<file path="src/hdl/hard_viterbi_decoder_terminated_core_assert.svh">
// ---------------------------------------------------------------------------
// Assertion macros for the hard-decision Viterbi decoder core
// Property wrappers; they expand to nothing in synthesis builds.
// ---------------------------------------------------------------------------
`ifndef HARD_VITERBI_DECODER_TERMINATED_CORE_ASSERT_SVH
`define HARD_VITERBI_DECODER_TERMINATED_CORE_ASSERT_SVH
`ifndef SYNTHESIS
// same-cycle implication
`define HVD_ASSERT_IMP(lbl, ante, cons) \
  lbl: assert property (@(posedge clk) disable iff (!rst_n) (ante) |-> (cons)) \
    else $error("hvd assertion failed");
// next-cycle implication
`define HVD_ASSERT_NXT(lbl, ante, cons) \
  lbl: assert property (@(posedge clk) disable iff (!rst_n) (ante) |=> (cons)) \
    else $error("hvd assertion failed");
`else
`define HVD_ASSERT_IMP(lbl, ante, cons)
`define HVD_ASSERT_NXT(lbl, ante, cons)
`endif
`endif

</file>
<file path="src/hdl/hvd_ram.sv">
// ---------------------------------------------------------------------------
// hvd_ram
// Simple dual-port RAM: one write port, one read port, registered read.
// ---------------------------------------------------------------------------
`default_nettype none
module hvd_ram #(
  parameter int unsigned WIDTH = 8,
  parameter int unsigned DEPTH = 16
) (
  input  logic                     clk,
  input  logic                     we,
  input  logic [$clog2(DEPTH)-1:0] waddr,
  input  logic [WIDTH-1:0]         wdata,
  input  logic [$clog2(DEPTH)-1:0] raddr,
  output logic [WIDTH-1:0]         rdata
);

  logic [WIDTH-1:0] mem [DEPTH];

  // write port
  always_ff @(posedge clk) begin
    if (we) begin
      mem[waddr] <= wdata;
    end
  end

  // registered read port
  always_ff @(posedge clk) begin
    rdata <= mem[raddr];
  end

endmodule
`default_nettype wire

</file>
<file path="config.mk">
export PLATFORM = sky130hd
export DESIGN_NAME = hvd_ram
export DESIGN_NICKNAME = d
export VERILOG_FILES = /design/src/hdl/hard_viterbi_decoder_terminated_core_assert.svh /design/src/hdl/hvd_ram.sv
export SDC_FILE = /design/constraint.sdc
export NUM_CORES = 1
export LEC_CHECK = 0
export CAP_MARGIN = 20
export CORE_MARGIN = 2
export CORE_UTILIZATION = 50
export DETAILED_ROUTE_END_ITERATION = 7
export DONT_BUFFER_PORTS = 1
export HOLD_SLACK_MARGIN = 0.03
export PLACE_DENSITY = 0.66
export SYNTH_ARGS = -nofsm -noshare
export SYNTH_HDL_FRONTEND = slang
export SYNTH_SLANG_ARGS = --single-unit
</file>
<file path="constraint.sdc">
create_clock -name clk -period 2.5 [get_ports clk]
set_clock_uncertainty 0.1 [all_clocks]
set_input_delay 0.25 -clock clk [delete_from_list [all_inputs] [get_ports clk]]
set_output_delay 0.25 -clock clk [all_outputs]
set_load 0.005 [all_outputs]
</file>
# Yosys cells after proc, flatten, opt, wreduce, memory -nomap -nowiden
# Memory sizes are Yosys's and may differ from the RTL's. A register that Yosys moved wholly into a read port is not among the register bits.
# Cells that the tools add are included.
# Widths: inputs -> output; s select.
[classes]
n_mux = 2
[ops]
columns = ["operator", "n"]
rows = [
  ["$mux 1", 2],
]
[totals]
word_cells = 3
ff_bits = 0
mem_count = 1
out_inout_bits = 8
ramBits = 128
[mem_list]
columns = ["memory", "depth", "width", "read_ports", "rd_ports_with_merged_regs", "wr", "line_no", "text"]
rows = [
  ["mem", 16, 8, 1, 1, 1, "hvd_ram.sv:18", "logic [WIDTH-1:0] mem [DEPTH];"],
]

# Longest topological paths before layout
# Gate-level depths: netlist of the first run.
[depth]
word_depth = 2
mapped_depth = 5
depth_no_buf = 3

# Least setup slack after synthesis of the first run
# OpenSTA, ideal clock, no wires.
[synth_timing]
path_type = "in2reg"
start = "input port waddr[2]"
end = "memory mem[0][0], enable pin"
setup_ns = 0.383
path_stages = 2
t_required_ns = 2.017
arrival_time_ns = 1.360
path_slack_ns = 0.657
n_path_buf = 0
cell_sequence = "or3b_2 -> nor3_1"
[synth_lines]
columns = ["element", "line_no", "text"]
rows = [
  ["start: declaration", "hvd_ram.sv:12", "input logic [$clog2(DEPTH)-1:0] waddr,"],
  ["end: declaration", "hvd_ram.sv:18", ""],
]
# Straight into the memory's write port.

==> results of run 1 <==
stage by stage:
step | util | total power [mW]
2_1_floorplan | - | 2.74
6_report | 0.606 | 5.46
5_1_grt | 0.606 | 5.62
4_1_cts | 0.605 | 5.49
3_5_place_dp | 0.523 | 2.76
3_3_place_gp | 0.523 | 2.75
how the worst min path moves through the flow:
stage	startpoint	end	slack (ps)	depth (start not counted)
5_1_grt	raddr[0]	rdata[2]	30	3
6_report	raddr[1]	rdata[3]	30	3
2_1_floorplan	wdata[0]	mem[0][0]	250	0
4_1_cts	waddr[1]	mem[0][3]	30	2
3_5_place_dp	wdata[6]	mem[6][6]	250	0
3_3_place_gp	wdata[3]	mem[13][3]	250	0
worst register-to-register path: cells and delay by family (launching register included):
family | cells | cell delay [ps]
AOI/OAI and AO/OA | 1 | 140
buffers and inverters | 2 | 1160
and+or+nand+nor | 1 | 50
DFF | 1 | 360
muxes | 1 | 460
power groups by stage:
stage          combinational [mW]  sequential [mW]  clock, mW
3_3_place_gp                0.137             2.62          0
5_1_grt                     0.225             2.57       2.82
6_report                    0.209             2.57       2.68
3_5_place_dp                0.139             2.62          0
2_1_floorplan               0.129             2.61          0
4_1_cts                     0.210             2.57       2.71
sequential cells by signal, summed over array words and instances (netlist names):
signal and flops:
rdata 8, mem 128
cell usage in the layout (no fill, tap or decap):
master | netlist | layout
clkbuf_16 | 0 | 16
or3b_2 | 1 | 1
bufinv_16 | 0 | 6
dlygate4sd3_1 | 0 | 17
mux4_1 | 14 | 14
nor2b_1 | 1 | 1
mux4_2 | 18 | 18
a22oi_1 | 16 | 16
nor2_1 | 13 | 13
clkinv_2 | 0 | 1
buf_12 | 0 | 1
buf_4 | 1 | 10
clkinv_1 | 0 | 4
edfxtp_1 | 128 | 128
nand3b_1 | 2 | 2
clkinv_4 | 0 | 1
nand2b_1 | 2 | 2
and2b_1 | 1 | 1
dfxtp_1 | 8 | 8
nor3_1 | 4 | 4
clkbuf_8 | 0 | 1
nand2_1 | 9 | 9
and2_1 | 1 | 1
nand3_1 | 1 | 1
diode_2 | 0 | 1
clkinvlp_4 | 0 | 3
metal layers:
layer	part of all wire	wire (µm)	vias to the layer above
met2	0.48	4820	91
met3	0.071	715	4
met1	0.45	4510	1234
met5	0	0	-
met4	0.0050	50	0
li1	-	-	1049
area by class of cell:
| cell class | count | area [µm²] |
|---|---|---|
| sequential | 136 | 4000 |
| fill | 699 | 3990 |
| multi-input combinational | 83 | 1060 |
| clock buffer | 17 | 414 |
| timing repair buffer | 28 | 265 |
| clock inverter | 15 | 231 |
| tap | 136 | 170 |
| antenna | 1 | 2.50 |
what timing repair did:
item | in CTS | in global routing
hold buffers | 17 | 1
setup buffers | 0 | 0
endpoints found under the hold margin | 167 | 8
cells by family after synthesis:
group / after synthesis / synth area share
flip-flops: 136 / 0.778
buffers and inverters: 10 / 0.0168
multiplexers: 32 / 0.150
AND/OR/NAND/NOR: 35 / 0.0318
AO/OA/AOI/OAI: 16 / 0.0233
cells in the mapped netlist:
library cell,count,area share
nand3_1,1,0.00097
buf_2,3,0.0029
nor2b_1,1,0.0012
nand2_1,9,0.0066
clkdlybuf4s25_2,3,0.0058
edfxtp_1,128,0.75
nor3_1,4,0.0039
a22oi_1,16,0.023
or3b_2,1,0.0017
nand3b_1,2,0.0029
nor2_1,13,0.0095
mux4_2,18,0.079
and2_1,1,0.0012
and2b_1,1,0.0015
dfxtp_1,8,0.031
buf_6,3,0.0066
buf_4,1,0.0015
mux4_1,14,0.071
nand2b_1,2,0.0024
==> impl_metrics.env, run 1 <==
export IMPL_pwr_share_seq=0.471
export IMPL_numClockSinks=136
export IMPL_tns_ps=0
export IMPL_place_gp_congestion=0.715
export IMPL_die_w_um=105
export IMPL_cp_startpoint="mem[15][4]"
export IMPL_worstSetupEndpoint="rdata[4]"
export IMPL_dp_hpwl_um=5840
export IMPL_synth_area_um2=5150
export IMPL_grt_pass1_vias=2415
export IMPL_crit_chain="mux4_2 -> dlygate4sd3_1 -> a22oi_1 -> dlygate4sd3_1 -> nand2_1"
export IMPL_crit_slowest_cell="dlygate4sd3_1"
export IMPL_period_share=0.952
export IMPL_grt_overflow_total=0
export IMPL_synth_sequential_area_ratio=0.778
export IMPL_grtUsageMet1=0.284
export IMPL_drtAntennaViolNets=0
export IMPL_status="finished, final reports clean"
export IMPL_combPwrFrac=0.038
export IMPL_power_frac_clock=0.491
export IMPL_initial_core_util=0.508
export IMPL_finalSetupViolations=0
export IMPL_r2r_end="rdata[4]"
export IMPL_power_switching_mw=1.00
export IMPL_clk_latency_ps=500
export IMPL_grt_busiest_layer="met2"
export IMPL_cp_common_cell="dlygate4sd3_1"
export IMPL_fin_area_um2=6140
export IMPL_drive_gt1_frac=0.208
export IMPL_grt_pass1_wl_um=15100
export IMPL_syn_area_per_cell_um2=22.5
export IMPL_cts_resized=0
export IMPL_cts_inserted_buffers=17
export IMPL_viasPerCell=5.72
export IMPL_grt_use_met2=0.287
export IMPL_power_density_nw_per_um2=888
export IMPL_r2r_cells=5
export IMPL_placed_cell_area_um2=5310
export IMPL_dp_slack_ps=863
export IMPL_hp_class="primary input to register"
export IMPL_wl_um=10100
export IMPL_r2r_slack_ps=120
export IMPL_rsz0062_at_grt="false"
export IMPL_pin_count=26
export IMPL_whs_ps=30.1
export IMPL_grt_util_met3=0.0717
export IMPL_grt_max_degree=26
export IMPL_cp_arrival_ps=2670
export IMPL_grt_usage=0.198
export IMPL_hold_violations=0
export IMPL_placedCellCount=365
export IMPL_h_tree_depth=4
export IMPL_path_class="register to register"
export IMPL_layout_nets=284
export IMPL_syn_num_nets=247
export IMPL_maxCapViolations=0
export IMPL_ys_warn_count=0
export IMPL_startpoint_type="register"
export IMPL_dr_total_vias=2378
export IMPL_critical_path_max_stage_delay_ps=590
export IMPL_finalCriticalPeriod_ps=2380
export IMPL_peakVddDrop_mv=0.587
export IMPL_die_area_um2=11100
export IMPL_antenna_found_initial=1
export IMPL_p_sw_frac=0.184
export IMPL_fmax_ghz=0.420
export IMPL_route_detailed_drc=0
export IMPL_clockBufferDepth=2
export IMPL_rows=37
export IMPL_internal_power_mw=4.45
export IMPL_fin_ws_ps=119
export IMPL_port_buffers=0
export IMPL_placeableCoreArea_um2=10100
export IMPL_cp_depth=5
export IMPL_fin_cells=416
export IMPL_reg2reg_from="mem[15][4]"
export IMPL_crit_buf_inv=2
export IMPL_clk_pin_slew_ps=60
export IMPL_area_growth_pct=19.4
export IMPL_critPathTopFamily="buffers and inverters"
export IMPL_wl_per_cell_um=24.3
export IMPL_p_leak_nw=2.03
export IMPL_path_max_fanout=1
export IMPL_dr_pass1_iters=4
export IMPL_synth_cell_types=19
export IMPL_endpoint_kind="register"
export IMPL_maxSlewHeadroom=0.435
export IMPL_ys_ff_latch=136
export IMPL_slew_viol_final=0
export IMPL_worst_pin_slew_ps=844
export IMPL_die_h_um=105
export IMPL_cts_tree="yes"
export IMPL_required_ps=2780
export IMPL_root_buffer="clkbuf_8"
export IMPL_drtIter0Drc=246
export IMPL_syn_instance_count=229
No activity file was read; power rests on OpenSTA's default activity.
==> run 2: changes to the inputs <==
--- a/config.mk
+++ b/config.mk
@@ -6,10 +6,11 @@
 export NUM_CORES = 1
 export LEC_CHECK = 0
 export CAP_MARGIN = 20
-export CORE_MARGIN = 2
+export CORE_MARGIN = 4
 export CORE_UTILIZATION = 50
 export DETAILED_ROUTE_END_ITERATION = 7
 export DONT_BUFFER_PORTS = 1
+export GPL_TIMING_DRIVEN = 0
 export HOLD_SLACK_MARGIN = 0.03
 export PLACE_DENSITY = 0.66
 export SYNTH_ARGS = -nofsm -noshare
==> impl_metrics.env, run 2 (same netlist as run 1, synthesis figures left out) <==
export IMPL_status="finished, final reports clean"
export IMPL_numClockSinks=136
export IMPL_dr_pass1_iters=4
export IMPL_drtAntennaViolNets=0
export IMPL_pin_count=26
export IMPL_path_max_fanout=6
export IMPL_grt_usage=0.183
export IMPL_cts_resized=0
export IMPL_viasPerCell=5.84
export IMPL_p_leak_nw=2.00
export IMPL_startpoint_type="primary input"
export IMPL_hold_violations=0
export IMPL_slew_viol_final=0
export IMPL_cts_tree="yes"
export IMPL_min_to="rdata[2]"
export IMPL_grt_overflow_total=0
export IMPL_num_antenna_cells=0
export IMPL_tns_ps=0
export IMPL_placeableCoreArea_um2=9910
export IMPL_rsz0062_at_grt="false"
export IMPL_layout_nets=282
export IMPL_antenna_found_initial=0
export IMPL_clk_latency_ps=510
export IMPL_root_buffer="clkbuf_8"
export IMPL_drtIter0Drc=166
export IMPL_grt_pass1_vias=2439
export IMPL_route_detailed_drc=0
export IMPL_maxSlewHeadroom=0.440
export IMPL_initial_core_util=0.519
export IMPL_wl_um=9700
export IMPL_maxCapViolations=0
export IMPL_worst_pin_slew_ps=837
export IMPL_final_cell_mix="edfxtp_1 (128), mux4_2 (18), a22oi_1 (16), clkbuf_16 (16), mux4_1 (14)"
export IMPL_crit_slowest_cell="dlygate4sd3_1"
export IMPL_grt_max_degree=17
export IMPL_wl_per_cell_um=23.7
export IMPL_fmax_ghz=0.574
export IMPL_grt_pass1_wl_um=14900
export IMPL_finalCriticalPeriod_ps=1740
export IMPL_dp_hpwl_um=6040
export IMPL_r2r_end="rdata[3]"
export IMPL_clk_pin_slew_ps=60
export IMPL_crit_chain="dlygate4sd3_1 -> nor3_1 -> dlygate4sd3_1 -> buf_4"
export IMPL_cts_inserted_buffers=17
export IMPL_period_share=0.697
export IMPL_critical_path_max_stage_delay_ps=630
export IMPL_cp_arrival_ps=1870
export IMPL_dp_slack_ps=472
export IMPL_holdPathStages=3
export IMPL_whs_ps=81.3
export IMPL_path_class="primary input to register"
export IMPL_peakVddDrop_mv=0.488
export IMPL_regMostFlops="mem"
export IMPL_required_ps=2620
export IMPL_area_growth_pct=17.7
export IMPL_port_buffers=0
export IMPL_cp_common_cell="dlygate4sd3_1"
export IMPL_dr_total_vias=2388
export IMPL_worstHoldStart="raddr[3]"
export IMPL_h_tree_depth=4
export IMPL_rows=36
export IMPL_place_gp_congestion=0.698
export IMPL_finalSetupViolations=0
export IMPL_die_w_um=109
export IMPL_power_density_nw_per_um2=874
export IMPL_die_area_um2=12000
export IMPL_die_h_um=109
export IMPL_clockBufferDepth=2
export IMPL_drive_gt1_frac=0.221
export IMPL_r2r_cells=3
export IMPL_fin_ws_ps=759
export IMPL_final_common_cell="edfxtp_1"
export IMPL_largestRegisters="mem: 128 flops, rdata: 8 flops"
export IMPL_endpoint_kind="register"
export IMPL_r2r_slack_ps=990
export IMPL_largest_reg_flops=128
export IMPL_reg2reg_from="mem[5][3]"
export IMPL_hp_class="primary input to register"
run 2: cell count changes in the layout (fill, tap and decap cells not counted):
cell / change
clkinv_1: -3
buf_2: +4
buf_12: -1
buf_6: +3
clkinv_2: +1
bufinv_16: -2
clkinvlp_4: -1
buf_4: -6
dlygate4sd3_1: -5
diode_2: -1
inv_6: +2
clkbuf_1: +2
clkdlybuf4s25_2: +3
run 2: power by group:
part | internal [mW] | switching, mW | total (mW)
Combinational | 0.0955 | 0.126 | 0.221
Clock | 1.61 | 0.893 | 2.51
Sequential | 2.55 | 0.0155 | 2.57
run 2: critical path: cells and delay by family:
kind	cells	cell delay, ps
buffers and inverters	3	1430
AND/OR/NAND/NOR	1	190
run 2: layout make-up:
| type | instances | area [µm²] |
|---|---|---|
| flip-flops and latches | 136 | 4000 |
| fillers | 702 | 3850 |
| multi-input cells | 83 | 1060 |
| clock buffers | 19 | 422 |
| clock inverters | 12 | 175 |
| well taps | 133 | 166 |
| repair buffers | 16 | 148 |
| plain buffers | 10 | 86.3 |
run 2: timing repair:
action                                 4_1_cts  5_1_grt
buffers inserted                             0        0
endpoints found under the hold margin      148        0
hold buffers                                12        0
run 2: routing by layer:
layer	wire, µm	GRT usage	vias to the layer above	part of all wire
met5	0	0	-	0
met4	114	0.0561	0	0.012
met3	691	0.0681	14	0.071
met2	4730	0.272	93	0.49
met1	4160	0.256	1243	0.43
li1	-	-	1038	-
run 2: how the worst max path moves through the flow:
stage	slack [ps]	start	cells past startpoint	endpoint
finish	760	waddr[0]	4	mem[4][6]
floorplan	660	waddr[2]	2	mem[0][0]
global route	750	waddr[0]	4	mem[4][4]
detailed placement	470	waddr[2]	3	mem[0][7]
CTS	790	waddr[0]	4	mem[4][7]
global placement	210	waddr[2]	2	mem[0][7]
run 2: stage by stage:
stage / cell area (µm²) / utilization / std cells / total power, mW
6_report: 6060 / 0.611 / 409 / 5.29
3_3_place_gp: 5310 / 0.536 / 362 / 2.78
3_5_place_dp: 5340 / 0.539 / 366 / 2.79
4_1_cts: 6060 / 0.611 / 409 / 5.34
2_1_floorplan: 5150 / - / 229 / 2.74
5_1_grt: 6060 / 0.611 / 409 / 5.47
==> run 3: changes to the inputs <==
--- a/config.mk
+++ b/config.mk
@@ -12,7 +12,7 @@
 export DONT_BUFFER_PORTS = 1
 export GPL_TIMING_DRIVEN = 0
 export HOLD_SLACK_MARGIN = 0.03
-export PLACE_DENSITY = 0.66
+export PLACE_DENSITY = 0.69
 export SYNTH_ARGS = -nofsm -noshare
 export SYNTH_HDL_FRONTEND = slang
 export SYNTH_SLANG_ARGS = --single-unit
==> constraint.sdc (replaced) <==
create_clock -name clk -period 1.5 [get_ports clk]
set_clock_uncertainty 0.1 [all_clocks]
set_input_delay 0.15 -clock clk [delete_from_list [all_inputs] [get_ports clk]]
set_output_delay 0.15 -clock clk [all_outputs]
set_load 0.005 [all_outputs]
==> impl_metrics.env, run 3 (same netlist as run 1, synthesis figures left out) <==
export IMPL_critPathTopFamily="multiplexers"
export IMPL_dr_pass1_iters=4
export IMPL_clockBufferDepth=2
export IMPL_die_area_um2=12000
export IMPL_worstHoldStart="waddr[3]"
export IMPL_fin_ws_ps=42.9
export IMPL_dp_slack_ps=-312
export IMPL_rsz0062_at_grt="false"
export IMPL_worst_pin_slew_ps=815
export IMPL_port_buffers=0
export IMPL_die_w_um=109
export IMPL_antenna_found_initial=0
export IMPL_grt_usage=0.186
export IMPL_cts_tree="yes"
export IMPL_cts_setup_buffers=0
export IMPL_drtIter0Drc=185
export IMPL_place_gp_congestion=0.723
export IMPL_clk_pin_slew_ps=60
export IMPL_h_tree_depth=4
export IMPL_multi_input_area_um2=1110
export IMPL_numClockSinks=136
export IMPL_placeableCoreArea_um2=9910
export IMPL_slew_viol_final=0
export IMPL_hold_violations=0
export IMPL_grt_overflow_total=0
export IMPL_combPwrFrac=0.043
export IMPL_route_detailed_drc=0
export IMPL_layout_nets=285
export IMPL_min_to="mem[0][0]"
export IMPL_finalCriticalPeriod_ps=1460
export IMPL_largest_reg_flops=128
export IMPL_dr_total_vias=2372
export IMPL_maxSlewHeadroom=0.455
export IMPL_area_growth_pct=20.1
export IMPL_crit_buf_inv=0
export IMPL_crit_slowest_cell="mux4_1"
export IMPL_r2r_cells=3
export IMPL_placedCellCount=365
export IMPL_power_switching_mw=1.80
export IMPL_tns_ps=0
export IMPL_viasPerCell=5.74
export IMPL_grt_max_degree=17
export IMPL_r2r_end="rdata[0]"
export IMPL_hp_class="primary input to register"
export IMPL_clk_latency_ps=530
export IMPL_p_total_mw=9.11
export IMPL_path_class="register to register"
export IMPL_die_h_um=109
export IMPL_rows=36
export IMPL_drtAntennaViolNets=0
export IMPL_largestRegisters="mem: 128 flops, rdata: 8 flops"
export IMPL_pin_count=26
export IMPL_grt_pass1_wl_um=15100
export IMPL_fin_util=0.624
export IMPL_final_common_cell="edfxtp_1"
export IMPL_root_buffer="clkbuf_8"
export IMPL_p_sw_frac=0.197
export IMPL_fillers=685
export IMPL_startpoint_type="register"
export IMPL_peakVddDrop_mv=0.910
export IMPL_maxCapViolations=0
export IMPL_required_ps=1800
export IMPL_p_leak_nw=2.03
export IMPL_pwr_share_seq=0.470
export IMPL_cts_inserted_buffers=17
export IMPL_reg2reg_from="mem[1][0]"
export IMPL_wl_um=10100
export IMPL_dp_hpwl_um=6030
export IMPL_wl_per_cell_um=24.4
export IMPL_crit_chain="mux4_1 -> a22oi_2 -> nand2_1"
export IMPL_path_max_fanout=1
export IMPL_initial_core_util=0.519
export IMPL_regMostFlops="mem"
export IMPL_endpoint_kind="register"
export IMPL_finalSetupViolations=0
export IMPL_period_share=0.971
export IMPL_internal_power_mw=7.31
export IMPL_status="finished, final reports clean"
export IMPL_fmax_ghz=0.686
export IMPL_power_frac_clock=0.487
export IMPL_regArea_um2=4000
export IMPL_cp_arrival_ps=1760
export IMPL_final_cell_mix="edfxtp_1 (128), mux4_2 (18), clkbuf_16 (16), dlygate4sd3_1 (16), mux4_1 (14)"
export IMPL_fin_cells=413
export IMPL_critical_path_max_stage_delay_ps=530
export IMPL_r2r_slack_ps=40
export IMPL_power_density_nw_per_um2=1470
export IMPL_num_antenna_cells=0
export IMPL_drive_gt1_frac=0.257
export IMPL_grt_pass1_vias=2482
export IMPL_holdPathStages=2
[run 3: cell types whose count changed in the layout (fill, tap and decap cells not counted), moves of 2 or more]
cell / previous run / this run
buf_4: 4 / 2
clkinv_2: 2 / 0
clkinv_4: 1 / 3
nor3_2: 0 / 4
a22oi_1: 16 / 10
dlygate4sd3_1: 12 / 16
a22oi_2: 0 / 6
nor3_1: 4 / 0
[run 3: power groups by stage]
stage	clock, mW	sequential, mW	combinational [mW]
2_1_floorplan	0	4.35	0.216
3_3_place_gp	0	4.35	0.288
3_5_place_dp	0	4.36	0.294
4_1_cts	4.49	4.28	0.381
5_1_grt	4.70	4.28	0.427
6_report	4.44	4.28	0.396
[run 3: final cells by class]
cell class | count | share of cell area
buffer | 10 | 0.0140
clock buffer | 19 | 0.0682
clock inverter | 13 | 0.0352
multi-input combinational | 83 | 0.179
sequential | 136 | 0.648
tap | 133 | 0.0269
timing repair buffer | 19 | 0.0287
[run 3: layer usage]
metal / track usage / vias up / wire (µm)
met3: 0.0558 / 6 / 714
met2: 0.277 / 98 / 4880
met5: 0 / - / 0
li1: - / 1057 / -
met1: 0.264 / 1211 / 4420
met4: 0.0668 / 0 / 63
[run 3: worst max path at each step]
| stage | startpoint | to | slack (ps) | cells after the start |
|---|---|---|---|---|
| after floorplan | waddr[2] | mem[3][0] | -20 | 2 |
| after global placement | waddr[2] | mem[8][2] | -380 | 2 |
| after detailed placement | waddr[2] | mem[2][1] | -310 | 2 |
| after CTS | waddr[0] | mem[12][7] | 0.9 | 3 |
| after global routing | mem[7][6] | rdata[6] | 10 | 3 |
| final | mem[1][0] | rdata[0] | 40 | 3 |
[run 3: what timing repair did]
item                                    4_1_cts  5_1_grt
hold buffers                                 12        4
endpoints found under the hold margin       166       32
cloned                                        0        0
resized for setup                             2        7
endpoints found under the setup margin        2       18
[run 3: through the flow]
stage	hold slack [ps]	area [µm²]
2_1_floorplan	149	5150
3_3_place_gp	150	5320
3_5_place_dp	150	5340
4_1_cts	-214	6110
5_1_grt	11.0	6180
6_report	8.87	6180
